$ cat src/hw/rtl/point_plane_signed_distance_core_assert.svh
// ---------------------------------------------------------------------------
// Assertion macros for the point to plane signed distance core
// Implication checks on the core clock, held off during reset.
// ---------------------------------------------------------------------------
`ifndef POINT_PLANE_SIGNED_DISTANCE_CORE_ASSERT_SVH
`define POINT_PLANE_SIGNED_DISTANCE_CORE_ASSERT_SVH
`ifndef SYNTHESIS
`define PPSD_ASSERT_IMPLY(lbl, ante, cons) \
   lbl: assert property (@(posedge clock) disable iff (reset) (ante) |-> (cons)) \
      else $error("ppsd assertion failed");
`define PPSD_ASSERT_NEXT(lbl, ante, cons) \
   lbl: assert property (@(posedge clock) disable iff (reset) (ante) |=> (cons)) \
      else $error("ppsd assertion failed");
`else
`define PPSD_ASSERT_IMPLY(lbl, ante, cons)
`define PPSD_ASSERT_NEXT(lbl, ante, cons)
`endif
`endif

$ cat src/hw/rtl/ppsd_pkg.sv
// ---------------------------------------------------------------------------
// Point to plane signed distance package
// Widths, shared types and result limits.
// ---------------------------------------------------------------------------
package ppsd_pkg;
   localparam int CoordW = 24;
   localparam int NumIn  = 12;
   localparam int DiffW  = 25;
   localparam int ProdW  = 50;
   localparam int NormW  = 51;
   localparam int ChunkW = 26;
   localparam int DotLoW = 52;
   localparam int DotW   = 78;
   localparam int MagW   = 77;
   localparam int Len2W  = 102;
   localparam int Dot2W  = 156;
   localparam int QW     = 25;
   localparam int AccW   = 160;
   localparam int RW     = 128;

   localparam logic [CoordW-1:0] DistMax = 24'h7FFFFF;
   localparam logic [CoordW-1:0] DistMin = 24'h800000;
   localparam logic [QW-1:0]     QMaxPos = 25'd8388607;
   localparam logic [QW-1:0]     QMaxNeg = 25'd8388608;

   typedef struct packed {
      logic [Len2W-1:0] len2;
      logic [Dot2W-1:0] dot2;
      logic             neg;
      logic             deg;
   } ppsd_job_type;

   typedef struct packed {
      logic full;
      logic empty;
   } ppsd_qstat_type;
endpackage

$ cat src/hw/rtl/ppsd_queue.sv
// ---------------------------------------------------------------------------
// Job queue
// Short register FIFO between the front and back pipelines.
// ---------------------------------------------------------------------------
module ppsd_queue #(
   parameter int Depth = 4
) (
   input  logic                     clock,
   input  logic                     reset,
   input  logic                     push,
   input  ppsd_pkg::ppsd_job_type   wr_job,
   input  logic                     pop,
   output ppsd_pkg::ppsd_job_type   rd_job,
   output ppsd_pkg::ppsd_qstat_type qstat
);
   import ppsd_pkg::*;
   localparam int PtrW = $clog2(Depth);
   localparam int CntW = $clog2(Depth + 1);
   localparam logic [PtrW-1:0] LastPtr = PtrW'(Depth - 1);
   localparam logic [CntW-1:0] FullCnt = CntW'(Depth);

   ppsd_job_type    mem_ff [Depth];
   logic [PtrW-1:0] wr_ff, wr_in, rd_ff, rd_in;
   logic [CntW-1:0] cnt_ff, cnt_in;

   assign rd_job      = mem_ff[rd_ff];
   assign qstat.full  = (cnt_ff == FullCnt);
   assign qstat.empty = (cnt_ff == '0);

   always_comb begin
      wr_in  = push ? ((wr_ff == LastPtr) ? '0 : wr_ff + PtrW'(1)) : wr_ff;
      rd_in  = pop ? ((rd_ff == LastPtr) ? '0 : rd_ff + PtrW'(1)) : rd_ff;
      cnt_in = cnt_ff + CntW'(push) - CntW'(pop);
   end

   always_ff @(posedge clock) begin
      if (reset) begin
         wr_ff  <= '0;
         rd_ff  <= '0;
         cnt_ff <= '0;
      end else begin
         wr_ff  <= wr_in;
         rd_ff  <= rd_in;
         cnt_ff <= cnt_in;
      end
   end

   always_ff @(posedge clock) begin
      if (push) begin
         mem_ff[wr_ff] <= wr_job;
      end
   end
endmodule

$ cat config.mk
export PLATFORM = sky130hd
export DESIGN_NAME = ppsd_queue
export DESIGN_NICKNAME = d
export VERILOG_FILES = /design/src/hw/rtl/point_plane_signed_distance_core_assert.svh /design/src/hw/rtl/ppsd_pkg.sv /design/src/hw/rtl/ppsd_queue.sv
export SDC_FILE = /design/constraint.sdc
export NUM_CORES = 1
export LEC_CHECK = 0
export ABC_AREA = 1
export BUFFER_PORTS_ARGS = -buffer_cell sky130_fd_sc_hd__buf_4
export CORE_MARGIN = 4
export CORE_UTILIZATION = 44
export CTS_CLUSTER_DIAMETER = 40
export DETAILED_ROUTE_END_ITERATION = 8
export PLACE_DENSITY = 0.66
export REMOVE_ABC_BUFFERS = 1
export SKIP_LAST_GASP = 1
export SLEW_MARGIN = 40
export SYNTH_ARGS = -nofsm -noshare
export SYNTH_HDL_FRONTEND = slang
export SYNTH_SLANG_ARGS = --single-unit
$ cat constraint.sdc
create_clock -name clock -period 7.65 [get_ports clock]
set_input_delay 0.3825 -clock clock [delete_from_list [all_inputs] [get_ports clock]]
set_output_delay 0.3825 -clock clock [all_outputs]
set_load 0.01 [all_outputs]
==> flow_metrics.env <==
export IMPL_run_status="completed"
export IMPL_hpwl_microns=51300
export IMPL_fmax_ghz=0.261
export IMPL_worstSetupStartpointType="register"
export IMPL_p_per_area_nw_per_um2=266
export IMPL_worst_pin_slew_ns=0.764
export IMPL_fp_dieH_microns=319
export IMPL_period_needed_ns=3.83
export IMPL_worst_ir_drop_vdd_v=0.000237
export IMPL_layout_drive_gt1_share=0.257
export IMPL_postRouteWirelength_microns=89100
export IMPL_antenna_found_initial=8
export IMPL_min_period_over_period=0.501
export IMPL_ys_async_sr_fraction=0
export IMPL_wl_per_cell_microns=16.9
export IMPL_fin_util=0.574
export IMPL_io_pins=526
export IMPL_area_growth_pct=28.9
export IMPL_drtPass1Iterations=5
export IMPL_critPathKind="reg2out"
export IMPL_skew_ns=0.0361
export IMPL_ys_types=18
export IMPL_rrSetupSlack_ns=5.12
export IMPL_hold_start="reset"
export IMPL_yosys_warnings=0
export IMPL_worst_path_buf_inv=4
export IMPL_cts_max_path_buffers=3
export IMPL_grt_max_degree=160
export IMPL_yosysTopAreaCell="edfxtp_1"
export IMPL_finalPower_mw=14.6
export IMPL_cts_max_level=4
export IMPL_drv_cap=0
export IMPL_path_cells="buf_4, buf_12, buf_16, a21oi_1, o21ai_0, nand2_1, buf_4"
export IMPL_worstPathRequired_ns=7.27
export IMPL_syn_area_sq_um=42500
export IMPL_slew_viol_final=0
export IMPL_critPathArrivalTime_ns=3.45
export IMPL_netlist_instances=3095
export IMPL_initial_core_util=0.445
export IMPL_slowest_delay_ns=0.83
export IMPL_crit_fanout=132
export IMPL_hold_path_class="in2reg"
export IMPL_grt_use_total=0.172
export IMPL_synth_seq_cells=1049
export IMPL_layout_nets=4155
export IMPL_syn_area_per_cell_sq_um=13.7
export IMPL_timing_rr_start="wr_ff[0]"
export IMPL_p_leak_nw=21.1
export IMPL_cts_tree="built"
export IMPL_ys_seq_area_frac=0.739
export IMPL_clock_latency_ns=0.73
export IMPL_synthFlopType="edfxtp_1"
export IMPL_routed_via_density=4.85
export IMPL_cts_resized=0
export IMPL_port_buffer_count=525
export IMPL_cts_sinks=1049
export IMPL_hold_viol=0
export IMPL_synth_edff_count=1040
export IMPL_vias=25600
export IMPL_maxSlewHeadroom=0.491
export IMPL_cp_end_kind="output port"
export IMPL_antenna_left=0
export IMPL_place_congestion=0.726
export IMPL_clk_pin_slew_ns=0.06
export IMPL_postCtsSetupBuffers=0
export IMPL_cts_root_buf="clkbuf_16"
export IMPL_die_area_sq_um=102000
export IMPL_synth_most_common_cell="edfxtp_1"
export IMPL_drt_iter0_drc=1652
export IMPL_crit_top_cell="buf_4"
export IMPL_die_w_microns=319
export IMPL_cts_buffers=139
export IMPL_core_rowCount=113
export IMPL_crit_path_top_delay_cell="dfxtp_4"
export IMPL_rsz0062_at_grt="no"
export IMPL_grt_pass1_wl_microns=139000
export IMPL_setup_viol=0
export IMPL_synthTopCellsByCount="1040 x edfxtp_1, 537 x inv_1, 529 x nand2_1, 263 x a21oi_1, 263 x o21ai_0"
export IMPL_drc=0
export IMPL_grt_ovfl_total=0
export IMPL_grt_pass1_vias=25500
export IMPL_cpLargestDelayFamily="buffers and inverters"
export IMPL_synth_top_area_frac=0.735
export IMPL_post_synth_main_area_contributors="edfxtp_1 74%, o211ai_2 7.1%, inv_1 4.7%, nand2_1 4.7%, a21oi_1 3.1%"
export IMPL_core_sq_um=95400
==> layout make-up <==
class	count	area (sq um)
inverter	537	2050
multi-input combinational	1335	7930
clock buffer	154	3580
sequential	1049	31400
fill	7380	40700
tap	1265	1580
clock inverter	96	1060
antenna	10	25.0
timing repair buffer	821	7130
==> stage by stage <==
| step | cell area [sq um] | instances | hold slack (ns) | worst slack, ns | TNS (ns) |
|---|---|---|---|---|---|
| 2_1_floorplan | 41400 | 2921 | 0.454 | -13.91 | -3617.49 |
| 3_3_place_gp | 47200 | 4735 | 0.475 | 4.67 | 0 |
| 3_5_place_dp | 47400 | 4740 | 0.486 | 4.53 | 0 |
| 4_1_cts | 54600 | 5253 | 0.314 | 3.70 | 0 |
| 5_1_grt | 54800 | 5263 | 0.345 | 3.52 | 0 |
| 6_report | 54800 | 5267 | 0.398 | 3.82 | 0 |
==> worst min-delay path, cell delays in order <==
cell and delay, ns:
dlygate4sd3_1 0.53, buf_4 0.13, nor2_1 0.04
==> power by group <==
| group | total, mW | internal [mW] | switching (mW) | leakage [nW] |
|---|---|---|---|---|
| combinational | 1.58 | 0.661 | 0.917 | 9.28 |
| clock | 6.32 | 3.87 | 2.45 | 2.23 |
| sequential | 6.66 | 6.60 | 0.0683 | 9.63 |
| total | 14.6 | 11.1 | 3.44 | 21.1 |
==> sequential cells by signal, indices dropped and copies added, names as in the netlist, named ones only <==
name	flops
cnt_ff	3
mem_ff	1040
rd_ff	2
wr_ff	2
==> cell usage in the layout, fill, tap and decap left out, types with 8 or more instances in the layout <==
cell type,n
a21oi_1,263
buf_12,11
buf_16,8
buf_4,535
bufinv_16,13
clkbuf_1,13
clkbuf_16,141
clkinv_1,15
clkinv_2,15
clkinv_4,11
clkinvlp_4,14
diode_2,10
dlygate4sd3_1,263
edfxtp_1,1040
inv_1,533
inv_6,19
nand2_1,529
nor2_1,10
o211ai_1,20
o211ai_2,240
o21ai_0,263
==> worst paths after layout <==
| kind | cells past startpoint | endpoint |
|---|---|---|
| max | 7 | rd_job[234] |
| min | 3 | cnt_ff[0] |
| max reg2reg | 6 | mem_ff[0][258] |
| min reg2reg | 2 | register |
==> metal layers <==
metal	vias to the layer above	wire (microns)	GRT usage	share of wire
met2	574	45200	0.302	0.51
met3	133	5290	0.0432	0.059
met1	12400	36500	0.208	0.41
met5	-	13	0	0.00015
li1	12400	-	-	-
met4	2	2090	0.0580	0.023
==> logic make-up after synthesis <==
kind of cell	after synthesis	synth area share
buffers and inverters	711	0.0740
and+or+nand+nor	541	0.0479
AOI/OAI and AO/OA	786	0.136
DFF	1049	0.739
adders and majority gates	8	0.00253
==> repair_timing <==
item	in CTS	in global routing
endpoints found under the setup margin	0	0
hold buffers	263	0
endpoints found under the hold margin	1049	0
Note: power is estimated with default switching activity, not from simulation.
